[config.mk]
export PLATFORM = sky130hd
export DESIGN_NAME = cvb_blend
export DESIGN_NICKNAME = d
export VERILOG_FILES = /design/src/cvb_pkg.sv /design/src/cvb_blend.sv
export SDC_FILE = /design/constraint.sdc
export NUM_CORES = 1
export LEC_CHECK = 0
export BUFFER_PORTS_ARGS = -buffer_cell sky130_fd_sc_hd__buf_4
export CORE_ASPECT_RATIO = 0.5
export CORE_UTILIZATION = 57
export CTS_CLUSTER_DIAMETER = 60
export DETAILED_ROUTE_END_ITERATION = 8
export PLACE_DENSITY_LB_ADDON = 0.1
export RECOVER_POWER = 100
export SLEW_MARGIN = 20
export SYNTH_ARGS = -nofsm -noshare
export SYNTH_HDL_FRONTEND = slang
export SYNTH_SLANG_ARGS = --single-unit
[constraint.sdc]
create_clock -name clk_i -period 16.5 [get_ports clk_i]
set_input_delay 2.475 -clock clk_i [delete_from_list [all_inputs] [get_ports clk_i]]
set_output_delay 2.475 -clock clk_i [all_outputs]
set_load 0.05 [all_outputs]
[src/cvb_pkg.sv]
// Shared types, constants and arithmetic helpers for the CAPPI vertical blend block.
// No dependencies; compile first.
package cvb_pkg;

  localparam int SampleWidth = 16;
  localparam int PctWidth    = 7;
  localparam int PctFull     = 100;
  localparam int PctHalf     = 50;
  localparam int PipeDepth   = 5;

  // Weighted sums: |sample| * 200 + 50 fits with room to spare.
  localparam int NumWidth   = SampleWidth + 9;
  // Quotient of a weighted sum by one hundred.
  localparam int QuoWidth   = SampleWidth + 3;
  // Reciprocal multiply for division by one hundred: exact for |x| < 2^(NumWidth-1).
  localparam int RecipShift = NumWidth + 6;
  localparam int ProdWidth  = 2 * NumWidth - 1;
  localparam logic [NumWidth-1:0] RecipMul =
    NumWidth'(((64'd1 << RecipShift) + 64'd99) / 64'd100);

  typedef logic signed [SampleWidth-1:0] sample_t;
  typedef logic [PctWidth-1:0]           pct_t;
  typedef logic signed [NumWidth-1:0]    num_t;

  localparam sample_t SampleMax = {1'b0, {(SampleWidth - 1){1'b1}}};
  localparam sample_t SampleMin = {1'b1, {(SampleWidth - 1){1'b0}}};

  localparam sample_t NoechoReset        = SampleMin;
  localparam sample_t ValidFloorReset    = SampleWidth'(-500);
  localparam sample_t FallbackFloorReset = SampleWidth'(-1600);
  localparam sample_t EchoFloorReset     = SampleWidth'(-700);

  typedef enum logic [1:0] {
    ModeSkip  = 2'd0,
    ModeLower = 2'd1,
    ModeBlend = 2'd2,
    ModeUpper = 2'd3
  } mode_e;

  typedef enum logic [1:0] {
    CfgNoecho        = 2'd0,
    CfgValidFloor    = 2'd1,
    CfgFallbackFloor = 2'd2,
    CfgEchoFloor     = 2'd3
  } cfg_reg_e;

  typedef struct packed {
    logic load_s1;
    logic load_s2;
  } sweep_ctl_t;

  typedef struct packed {
    logic load_s3;
    logic load_s4;
  } blend_ctl_t;

  typedef struct packed {
    mode_e   mode;
    logic    upper_in_range;
    sample_t upper_near;
    sample_t upper_far;
    pct_t    upper_frac;
    logic    lower_in_range;
    sample_t lower_near;
    sample_t lower_far;
    pct_t    lower_frac;
    pct_t    upper_weight;
    pct_t    lower_weight;
  } gate_t;

  // Clamp a percent field at one hundred.
  function automatic pct_t sat_pct(input pct_t v);
    return (v > pct_t'(PctFull)) ? pct_t'(PctFull) : v;
  endfunction

  // Signed division by one hundred, truncating toward zero.
  function automatic logic signed [QuoWidth-1:0] div_pct(input num_t num);
    logic [NumWidth-2:0]  mag;
    logic [ProdWidth-1:0] prod;
    logic [QuoWidth-1:0]  quo;
    mag  = num[NumWidth-1] ? (NumWidth-1)'(-num) : num[NumWidth-2:0];
    prod = ProdWidth'(mag) * ProdWidth'(RecipMul);
    quo  = QuoWidth'(prod >> RecipShift);
    return num[NumWidth-1] ? $signed(-quo) : $signed(quo);
  endfunction

endpackage

[src/cvb_blend.sv]
// Mode selection, vertical blend, saturation and echo floor test.
// Depends on cvb_pkg.
module cvb_blend (
  input  logic                clk_i,
  input  cvb_pkg::blend_ctl_t ctl_i,
  input  cvb_pkg::mode_e      mode_i,
  input  cvb_pkg::sample_t    upper_i,
  input  cvb_pkg::sample_t    lower_i,
  input  cvb_pkg::pct_t       upper_weight_i,
  input  cvb_pkg::pct_t       lower_weight_i,
  input  cvb_pkg::sample_t    echo_floor_i,
  input  cvb_pkg::sample_t    noecho_i,
  output cvb_pkg::sample_t    level_o
);
  import cvb_pkg::*;

  logic    blend_q, blend_d;
  num_t    num_q, num_d;
  sample_t level_q, level_d;

  // Stage three: pick a sweep or form the weighted vertical sum.
  always_comb begin
    num_t wu;
    num_t wl;
    wu      = NumWidth'({1'b0, sat_pct(upper_weight_i)});
    wl      = NumWidth'({1'b0, sat_pct(lower_weight_i)});
    blend_d = 1'b0;
    case (mode_i)
      ModeLower: num_d = NumWidth'(lower_i);
      ModeUpper: num_d = NumWidth'(upper_i);
      ModeBlend: begin
        blend_d = 1'b1;
        num_d   = NumWidth'(lower_i) * wl + NumWidth'(upper_i) * wu + NumWidth'(PctHalf);
      end
      default:   num_d = NumWidth'(lower_i);
    endcase
  end

  always_ff @(posedge clk_i) begin
    if (ctl_i.load_s3) begin
      blend_q <= blend_d;
      num_q   <= num_d;
    end
  end

  // Stage four: divide, saturate, apply the echo floor.
  always_comb begin
    logic signed [QuoWidth-1:0] quo;
    sample_t                    r;
    quo = div_pct(num_q);
    if (!blend_q) begin
      r = num_q[SampleWidth-1:0];
    end else if (quo > QuoWidth'(SampleMax)) begin
      r = SampleMax;
    end else if (quo < QuoWidth'(SampleMin)) begin
      r = SampleMin;
    end else begin
      r = quo[SampleWidth-1:0];
    end
    level_d = (r < echo_floor_i) ? noecho_i : r;
  end

  always_ff @(posedge clk_i) begin
    if (ctl_i.load_s4) begin
      level_q <= level_d;
    end
  end

  assign level_o = level_q;

endmodule

==> results.py <==
metrics = {
    "placed_design": {
        "io_buffers": 98,
        "place_congestion": 0.9842,
        "hpwl_um": 50220,
    },
    "cts": {
        "ctsResizeCount": 0,
        "cts_buffer_depth": 2,
        "clkLatencyLatePin_ns": 0.30,
        "clk_pin_slew_ns": 0.06,
        "cts.hold.buffers_added": 0,
        "cts.sinks": 42,
        "tritoncts": "done",
        "postCtsSetupRepairBufs": 0,
        "cts_made_buffers": 5,
        "htree_levels": 2,
        "cts-root-buf": "clkbuf_16",
    },
    "worst_setup_path": {
        "crit_type": "reg2reg",
        "endpoint_kind": "flip-flop",
        "cp.arrival_ns": 14.64,
        "cpMostUsedCell": "inv_1",
        "required_ns": 16.55,
        "cpMaxStageDelayCell": "o21ai_1",
        "start_kind": "flip-flop",
        "r2r_slack_ns": 1.91,
        "crit_family": "compound AO/OA/AOI/OAI gates",
        "cp_max_fo": 31,
        "path_buf_inv": 8,
        "critPathMaxStageDelay_ns": 0.92,
    },
    "flow_run": {
        "cap_violations": 1,
    },
    "timing": {
        "setup_violations": 0,
        "slew_viol_final": 32,
        "finalHoldViolations": 0,
        "slew_headroom_pct": -17.29,
        "fin_skew_ns": 0.01051,
        "rsz0062_at_grt": "false",
        "timing.final.crit_share_pct": 88.44,
        "worst_pin_slew_ns": 1.748,
        "fmax_mhz": 68.52,
        "tns_ns": 0,
        "post-route-min-period_ns": 14.59,
    },
    "yosys": {
        "avgSynthCellArea_um2": 9.177,
        "yosys_warnings": 0,
        "synth_nets": 3307,
        "yosysSeqAreaShare_pct": 5.616,
        "netlist-cell-type-count": 80,
        "synthesis.area_um2": 22460,
        "synthArstFlopShare_pct": 0,
        "syn-instance-count": 2447,
        "ys_seq_elements": 42,
        "ys.flop_type": "edfxtp_1",
        "synth_edf_count": 42,
    },
    "layout": {
        "drive_gt1_share_pct": 5.775,
        "ff_latch_area_um2": 1261,
        "area_delta_synth_final_pct": 6.430,
        "fillerInstances": 3349,
        "nets": 3370,
        "multi_input_area_um2": 18650,
    },
    "floorplan": {
        "dieArea_um2": 40240,
        "fp.dieW_um": 282.7,
        "die_height_um": 142.4,
        "rows": 50,
        "pin_count": 99,
        "start_util_pct": 58.94,
        "fp.coreArea_um2": 38100,
    },
    "detailed_routing": {
        "drt_iter0_markers": 960,
        "drt_pass1_iterations": 5,
        "vias": 16831,
        "drtAntennaViolNets": 0,
        "drt-total-wl_um": 56100,
        "drc": 0,
        "wl_per_cell_um": 18.50,
        "viasPerCell": 5.551,
    },
    "worst_hold_path": {
        "min_path_type": "reg2reg",
    },
    "outcome": {
        "status": "complete, but fails checks",
        "failed_checks": "max-capacitance violations, max-slew violations",
    },
    "global_routing": {
        "antenna_found_initial": 1,
        "grt_max_degree": 60,
        "gr-total-overflow": 0,
        "grt_usage_pct": 29.51,
        "grt_pass1_vias": 17208,
        "grt_pass1_wl_um": 91580,
    },
}
-- final cells by class --
| type | count | share of cell area, % |
|---|---|---|
| antenna | 1 | 0.01047 |
| clock buffer | 5 | 0.5235 |
| clock inverter | 3 | 0.2879 |
| inverter | 620 | 9.737 |
| multi-input combinational | 1722 | 78.03 |
| sequential | 42 | 5.277 |
| tap | 520 | 2.722 |
| timing repair buffer | 119 | 3.408 |
-- through the flow --
| stage | setup WS, ns | util (%) | instance area (um2) | hold WS, ns | instances |
|---|---|---|---|---|---|
| detailed placement | 2.448 | 62.47 | 23800 | 0.9765 | 3023 |
| CTS | 2.439 | 62.98 | 23990 | 0.9852 | 3031 |
| global placement | 2.807 | 62.45 | 23790 | 0.9708 | 3023 |
| global route | 0.8882 | 62.73 | 23900 | 1.018 | 3031 |
| finish | 1.907 | 62.73 | 23900 | 0.9664 | 3032 |
| floorplan | 3.634 | - | 22460 | 0.8028 | 2447 |
-- cell families after synthesis --
logic type,after synthesis,share of synthesized area [%]
adders and majority gates,777,57.37
buffers and inverters,683,11.44
and+or+nand+nor,561,13.05
AOI/OAI and AO/OA,303,9.310
xor gates and xnor gates,73,2.847
DFF,42,5.616
muxes,8,0.3677
-- worst paths after layout --
kind / from / endpoint / cells past startpoint
setup / recovery: num_q[6] / level_o[10] / 49
hold / removal: num_q[15] / level_o[15] / 3
setup reg to reg: num_q[6] / level_o[10] / 49
hold reg to reg: num_q[15] / level_o[15] / 3
-- synth_stat cells, drive strengths merged (7+ instances only) --
| cell type | instances | area share (%) |
|---|---|---|
| inv | 620 | 10 |
| fa | 421 | 38 |
| ha | 356 | 20 |
| nand2 | 176 | 3.0 |
| and2 | 106 | 3.0 |
| a21oi | 75 | 1.7 |
| nor2 | 68 | 1.1 |
| o21ai | 65 | 1.4 |
| clkbuf | 48 | 0.80 |
| xnor2 | 48 | 1.9 |
| edfxtp | 42 | 5.6 |
| and3 | 40 | 1.1 |
| nand3 | 27 | 0.62 |
| nand4 | 25 | 0.70 |
| xor2 | 25 | 0.98 |
| nor3 | 24 | 0.56 |
| nor2b | 21 | 0.59 |
| a21o | 19 | 0.64 |
| o311ai | 17 | 0.73 |
| buf | 15 | 0.27 |
| nor4 | 15 | 0.51 |
| o21a | 15 | 0.50 |
| a211oi | 14 | 0.49 |
| o31ai | 14 | 0.47 |
| or2 | 13 | 0.36 |
| nand2b | 12 | 0.33 |
| or4 | 11 | 0.37 |
| o211ai | 10 | 0.36 |
| or3 | 7 | 0.19 |
-- sequential cells by signal, summed over array words and instances, names as in the netlist --
signal / count
level_o: 16
num_q: 25
blend_q: 1
-- worst min-delay path: stages, from the launching register on --
cell	delay, ns
edfxtp_1	0.44
inv_1	0.08
o21a_1	0.18
a311oi_1	0.10
-- cells in the final DEF, fill, tap and decap left out, types with 6 or more instances in the layout --
master | Yosys | final
inv_1 | 620 | 620
fa_1 | 421 | 421
ha_1 | 356 | 356
nand2_1 | 174 | 174
and2_1 | 105 | 103
buf_4 | 0 | 98
a21oi_1 | 75 | 75
nor2_1 | 68 | 68
o21ai_0 | 64 | 63
xnor2_1 | 48 | 44
edfxtp_1 | 42 | 42
and3_1 | 40 | 40
nand3_1 | 26 | 26
nand4_1 | 25 | 25
xor2_1 | 25 | 25
nor3_1 | 23 | 23
nor2b_1 | 21 | 21
clkbuf_1 | 48 | 21
a21o_1 | 19 | 19
o21a_1 | 15 | 15
o31ai_1 | 14 | 14
a211oi_1 | 13 | 13
nor4_1 | 13 | 13
or2_2 | 13 | 13
nand2b_1 | 12 | 12
o311ai_0 | 4 | 12
or4_1 | 11 | 11
o211ai_1 | 9 | 9
or3_1 | 7 | 7
o2111ai_1 | 6 | 6
o31a_1 | 6 | 6
mux2i_1 | 6 | 6
-- metal layers --
| layer | global-route usage (%) | vias to the layer above | share of wire (%) |
|---|---|---|---|
| met5 | 0 | - | 0.023 |
| met4 | 6.543 | 2 | 2.1 |
| met3 | 5.794 | 64 | 7.8 |
| met2 | 46.70 | 485 | 45 |
| met1 | 41.96 | 8349 | 45 |
| li1 | - | 7931 | - |
Power is left out: the tool's default activity adds up to more than one toggle a clock period on the data nets, which glitch-free logic cannot reach.
