**src/cvb_pkg.sv**
```systemverilog
// Shared types, constants and arithmetic helpers for the CAPPI vertical blend block.
// No dependencies; compile first.
package cvb_pkg;

  localparam int SampleWidth = 16;
  localparam int PctWidth    = 7;
  localparam int PctFull     = 100;
  localparam int PctHalf     = 50;
  localparam int PipeDepth   = 5;

  // Weighted sums: |sample| * 200 + 50 fits with room to spare.
  localparam int NumWidth   = SampleWidth + 9;
  // Quotient of a weighted sum by one hundred.
  localparam int QuoWidth   = SampleWidth + 3;
  // Reciprocal multiply for division by one hundred: exact for |x| < 2^(NumWidth-1).
  localparam int RecipShift = NumWidth + 6;
  localparam int ProdWidth  = 2 * NumWidth - 1;
  localparam logic [NumWidth-1:0] RecipMul =
    NumWidth'(((64'd1 << RecipShift) + 64'd99) / 64'd100);

  typedef logic signed [SampleWidth-1:0] sample_t;
  typedef logic [PctWidth-1:0]           pct_t;
  typedef logic signed [NumWidth-1:0]    num_t;

  localparam sample_t SampleMax = {1'b0, {(SampleWidth - 1){1'b1}}};
  localparam sample_t SampleMin = {1'b1, {(SampleWidth - 1){1'b0}}};

  localparam sample_t NoechoReset        = SampleMin;
  localparam sample_t ValidFloorReset    = SampleWidth'(-500);
  localparam sample_t FallbackFloorReset = SampleWidth'(-1600);
  localparam sample_t EchoFloorReset     = SampleWidth'(-700);

  typedef enum logic [1:0] {
    ModeSkip  = 2'd0,
    ModeLower = 2'd1,
    ModeBlend = 2'd2,
    ModeUpper = 2'd3
  } mode_e;

  typedef enum logic [1:0] {
    CfgNoecho        = 2'd0,
    CfgValidFloor    = 2'd1,
    CfgFallbackFloor = 2'd2,
    CfgEchoFloor     = 2'd3
  } cfg_reg_e;

  typedef struct packed {
    logic load_s1;
    logic load_s2;
  } sweep_ctl_t;

  typedef struct packed {
    logic load_s3;
    logic load_s4;
  } blend_ctl_t;

  typedef struct packed {
    mode_e   mode;
    logic    upper_in_range;
    sample_t upper_near;
    sample_t upper_far;
    pct_t    upper_frac;
    logic    lower_in_range;
    sample_t lower_near;
    sample_t lower_far;
    pct_t    lower_frac;
    pct_t    upper_weight;
    pct_t    lower_weight;
  } gate_t;

  // Clamp a percent field at one hundred.
  function automatic pct_t sat_pct(input pct_t v);
    return (v > pct_t'(PctFull)) ? pct_t'(PctFull) : v;
  endfunction

  // Signed division by one hundred, truncating toward zero.
  function automatic logic signed [QuoWidth-1:0] div_pct(input num_t num);
    logic [NumWidth-2:0]  mag;
    logic [ProdWidth-1:0] prod;
    logic [QuoWidth-1:0]  quo;
    mag  = num[NumWidth-1] ? (NumWidth-1)'(-num) : num[NumWidth-2:0];
    prod = ProdWidth'(mag) * ProdWidth'(RecipMul);
    quo  = QuoWidth'(prod >> RecipShift);
    return num[NumWidth-1] ? $signed(-quo) : $signed(quo);
  endfunction

endpackage

```
**src/cvb_sweep.sv**
```systemverilog
// One elevation sweep: range interpolation or fallback, and the held sweep value.
// Depends on cvb_pkg.
module cvb_sweep (
  input  logic                clk_i,
  input  logic                rst_ni,
  input  cvb_pkg::sweep_ctl_t ctl_i,
  input  logic                in_range_i,
  input  cvb_pkg::sample_t    near_i,
  input  cvb_pkg::sample_t    far_i,
  input  cvb_pkg::pct_t       frac_i,
  input  cvb_pkg::sample_t    valid_floor_i,
  input  cvb_pkg::sample_t    fallback_floor_i,
  output cvb_pkg::sample_t    value_o
);
  import cvb_pkg::*;

  logic    in_range_q;
  logic    interp_q, interp_d;
  num_t    num_q, num_d;
  sample_t fb_q, fb_d;
  sample_t held_q, held_d;

  // Stage one: weighted sum and fallback candidate.
  always_comb begin
    pct_t    frac_s;
    num_t    near_x;
    num_t    far_x;
    num_t    w_far;
    num_t    w_near;
    sample_t hi;
    frac_s   = sat_pct(frac_i);
    near_x   = NumWidth'(near_i);
    far_x    = NumWidth'(far_i);
    w_far    = NumWidth'({1'b0, frac_s});
    w_near   = NumWidth'(PctFull) - w_far;
    num_d    = near_x * w_near + far_x * w_far + NumWidth'(PctHalf);
    interp_d = (near_i > valid_floor_i) && (far_i > valid_floor_i);
    hi       = (near_i > far_i) ? near_i : far_i;
    fb_d     = (hi < fallback_floor_i) ? fallback_floor_i : hi;
  end

  always_ff @(posedge clk_i) begin
    if (ctl_i.load_s1) begin
      in_range_q <= in_range_i;
      interp_q   <= interp_d;
      num_q      <= num_d;
      fb_q       <= fb_d;
    end
  end

  // Stage two: divide and keep the last value when out of range.
  always_comb begin
    held_d = held_q;
    if (ctl_i.load_s2 && in_range_q) begin
      held_d = interp_q ? SampleWidth'(div_pct(num_q)) : fb_q;
    end
  end

  always_ff @(posedge clk_i or negedge rst_ni) begin
    if (!rst_ni) begin
      held_q <= SampleMin;
    end else begin
      held_q <= held_d;
    end
  end

  assign value_o = held_q;

  a_held_only_on_load: assert property (@(posedge clk_i) disable iff (!rst_ni)
    !ctl_i.load_s2 |=> $stable(held_q))
    else $error("held sweep value changed without a stage-two load");

endmodule

```
**config.mk**
```make
export PLATFORM = sky130hd
export DESIGN_NAME = cvb_sweep
export DESIGN_NICKNAME = d
export VERILOG_FILES = /design/src/cvb_pkg.sv /design/src/cvb_sweep.sv
export SDC_FILE = /design/constraint.sdc
export NUM_CORES = 1
export LEC_CHECK = 0
export BUFFER_PORTS_ARGS = -buffer_cell sky130_fd_sc_hd__buf_4
export CORE_UTILIZATION = 66
export DETAILED_ROUTE_END_ITERATION = 16
export PLACE_DENSITY = 0.88
export RECOVER_POWER = 25
export SETUP_SLACK_MARGIN = 0.2
export SYNTH_ARGS = -nofsm -noshare
export SYNTH_HDL_FRONTEND = slang
export SYNTH_SLANG_ARGS = --single-unit
export TNS_END_PERCENT = 1
```
**constraint.sdc**
```tcl
create_clock -name clk_i -period 10.75 [get_ports clk_i]
set_clock_uncertainty 0.1 [all_clocks]
set_input_delay 1.075 -clock clk_i [delete_from_list [all_inputs] [get_ports clk_i]]
set_output_delay 1.075 -clock clk_i [all_outputs]
set_load 0.01 [all_outputs]
```
==> summary by stage <==
Outcome
The flow ran to the end, but the final reports show violations. The checks that failed: max-capacitance violations, max-slew violations.

Detailed routing
The DRC violation count after routing is 0. The via density per instance is 5.79. Dividing the detail-routed wire length by the instance count gives 19.8 um.

The number of optimization iterations in the first detailed-route pass is 7. The routed design has 59,300 um of wire. Once detail routing completed, the nets flagged for antenna violations numbered 0.

The routed layout has 17,400 vias. The violation count after the first detailed-routing iteration is 1,235.

Run
The number of maximum-capacitance constraint violations is 1.

Synthesis
The sequential fraction of the synthesis area is 7.30%. In the post-synthesis netlist, the biggest area contributors are sky130_fd_sc_hd__fa_1 38%, sky130_fd_sc_hd__ha_1 21%, sky130_fd_sc_hd__inv_1 11%. After synthesis, the netlist uses just over 80 different library cells.

In the synthesized netlist, the cells that appear most often are 656 x sky130_fd_sc_hd__inv_1, 439 x sky130_fd_sc_hd__fa_1, 388 x sky130_fd_sc_hd__ha_1. sky130_fd_sc_hd__fa_1 takes more of the synthesized area than any other cell. The netlist area before placement is 0.0232 mm^2.

The average size of a mapped cell is around 9.5 um^2. In the synthesized netlist the async set-or-reset flop fraction comes to 27.1%. The number of flip-flops and latches in the synthesized netlist is 59. The Yosys step of the flow raised 0 warnings.

The most numerous cell in the Yosys netlist is sky130_fd_sc_hd__inv_1. The proportion of netlist area held by the largest area contributor is a little under two fifths. Synthesis produced roughly 2,500 cells. The most used flip-flop cell after synthesis is sky130_fd_sc_hd__edfxtp_1. The number of synthesized flops with an enable pin is 43.

Floorplanning
The die height is about 190 um. The initial core utilization is 67.1%. The area of the core region is between 0.03 and 0.04 mm^2. The area of the die is ~0.036 mm^2. The initialized floorplan defines 68 standard-cell rows. The floorplan die width is 189 um. The number of top-level pins is 92.

Clocking
The buffers inserted during post-CTS setup optimization is 0. The number of instances resized during post-cts repair is 0. Clock latency on the worst-skew pair, taken at its later pin, is 340 ps. After clock tree synthesis, the flow added hold-fix buffers numbering 0. The number of levels in the clock H-tree is 3. No sink is reached through more buffers than the 2 on the longest clock path.

Clock-pin slew was measured on the worst setup and hold paths at 60 ps. TritonCTS built the clock tree. Counting the buffers created by CTS gives 9.

The clock sink total is 59. The cell at the root of the clock tree is sky130_fd_sc_hd__clkbuf_16.

Worst setup path
The worst reg-to-reg path cell count is 33. The launching element of the worst setup path is num_q[0]. The biggest fanout along the worst timing path is 8. The worst reg2reg path endpoint is value_o[12]. The critical path crosses 33 cells after its start point. Grouping stages by cell kind, the critical path spends the most delay in adder cells. Among all stages on the critical path, the largest delay is contributed by sky130_fd_sc_hd__fa_1. The worst setup path is launched from a flip-flop. The critical path's largest stage delay is 690 ps.

STA puts the critical path data required time at 10,830 ps. The capturing instance or port of the critical path is value_o[12]. The slack of the worst reg-to-reg path is between 800 and 900 ps. Data on the critical path arrives at its endpoint at 9960 ps. The total buffers and inverters traversed by the critical path is 6. The element type at the critical path end is a flip-flop.

By startpoint and endpoint, the worst setup path is classified as flip-flop to flip-flop. The startpoint of the worst register-to-register path is num_q[0].

STA
The number of endpoints failing setup at the final stage is 0. Setup repair after global routing left no endpoint under its margin. The number of hold-slack violations in the final timing report was 0. The slew of the pin with the lowest slew margin is 2260 ps.

The highest attainable clock frequency is 101 MHz. The remaining max-slew budget at the tightest pin is -50.9%. The final-report max-slew violation count came to 44.

The time the final worst path needs with I/O delays and setup is 9870 ps. In the finished design, the share of the clock period the worst path needs comes to around nine tenths. The setup TNS after final layout is 0 ps.

Global routing
The global-route total usage across every layer is 34.9%. The initial antenna violation count is 0. The via count of the first global-routing pass came to 19,000. The total overflow left after global routing is 0. Entering global routing, the biggest net connects 44 pins. The wire length of the first global-routing pass is 96,900 um.

Placement
Once detailed placement completed, the half-perimeter wirelength came to 51,800 um. At the end of routability-driven placement, the weighted congestion stood at 0.986. The total of buffers placed on input and output ports is 91.

Layout
The share of layout cells above drive strength 1 is around 6.1%. The multi-input combinational cells in the finished layout cover a total of 0.0189 mm^2. At the end of the flow, the number of nets in the layout was approximately 3,400.

Fill cells in the final layout number 2,515. The area of all sequential standard cells is 0.00169 mm^2. Relative to the synthesized area, the layout overhead comes to 6.73%.

Worst hold path
In this run the worst hold path is classified as flip-flop to flip-flop.
## layer usage
| layer | global-route usage [%] | share of wire (%) |
|---|---|---|
| met2 | 62.2 | 51 |
| met5 | 0 | 0 |
| met4 | 16.6 | 5.0 |
| met3 | 2.54 | 6.3 |
| met1 | 43.1 | 38 |
## final cells by class
cell class | instances | area share, %
Clock buffer | 9 | 0.910
Multi-Input combinational cell | 1703 | 76.4
Clock inverter | 7 | 0.339
Sequential cell | 59 | 6.84
Inverter | 658 | 9.98
Antenna cell | 1 | 0.0101
Tap cell | 455 | 2.30
Timing Repair Buffer | 107 | 3.22
## placed cells by master (no fill, tap or decap), types with 15 or more instances in the layout
cell type                  synthesis  layout
sky130_fd_sc_hd__o21ai_0          59      59
sky130_fd_sc_hd__a21o_1           23      23
sky130_fd_sc_hd__xor2_1           29      29
sky130_fd_sc_hd__fa_1            439     439
sky130_fd_sc_hd__and3_1           47      47
sky130_fd_sc_hd__nor2_1           70      70
sky130_fd_sc_hd__ha_1            388     388
sky130_fd_sc_hd__nand3_1          19      19
sky130_fd_sc_hd__nand2_1         187     187
sky130_fd_sc_hd__a21oi_1          64      64
sky130_fd_sc_hd__edfxtp_1         43      43
sky130_fd_sc_hd__dfrtp_1          15      15
sky130_fd_sc_hd__conb_1            2      17
sky130_fd_sc_hd__buf_4             0     104
sky130_fd_sc_hd__and2_1           59      59
sky130_fd_sc_hd__nand4_1          19      19
sky130_fd_sc_hd__inv_1           656     656
sky130_fd_sc_hd__xnor2_1          56      55
sky130_fd_sc_hd__nor3_1           22      22
## stage by stage
stage	setup WS, ps	cells	hold slack (ps)	area [um^2]	util (%)
finish	876	2999	393	24700	71.6
global route	319	2998	405	24700	71.6
CTS	949	2998	394	24700	71.6
detailed placement	993	2982	378	24400	70.7
global placement	1070	2982	368	24400	70.7
floorplan	1930	2466	391	23200	-
## logic make-up after synthesis
| kind of cell | synth area share [%] |
|---|---|
| AOI/OAI and AO/OA | 6.77 |
| xor gates and xnor gates | 3.45 |
| adders and majority gates | 58.8 |
| buffers and inverters | 11.4 |
| DFF | 7.30 |
| muxes | 1.33 |
| other | 0.0324 |
| and+or+nand+nor | 10.8 |
## worst min path at each step
| stage | from | to | cells after the start |
|---|---|---|---|
| 4_1_cts | value_o[7] | value_o[7] | 1 |
| 3_5_place_dp | value_o[4] | value_o[4] | 2 |
| 6_report | value_o[7] | value_o[7] | 1 |
| 3_3_place_gp | value_o[3] | value_o[3] | 1 |
| 2_1_floorplan | fb_q[12] | value_o[12] | 2 |
| 5_1_grt | value_o[7] | value_o[7] | 1 |
## registers in the layout (all words and copies together), names as in the netlist
| name | count |
|---|---|
| num_q | 25 |
| value_o | 16 |
| interp_q | 1 |
| fb_q | 16 |
| in_range_q | 1 |
Power is not shown: default switching activity piles up to over one toggle a cycle in this logic, so the estimate is an artifact.
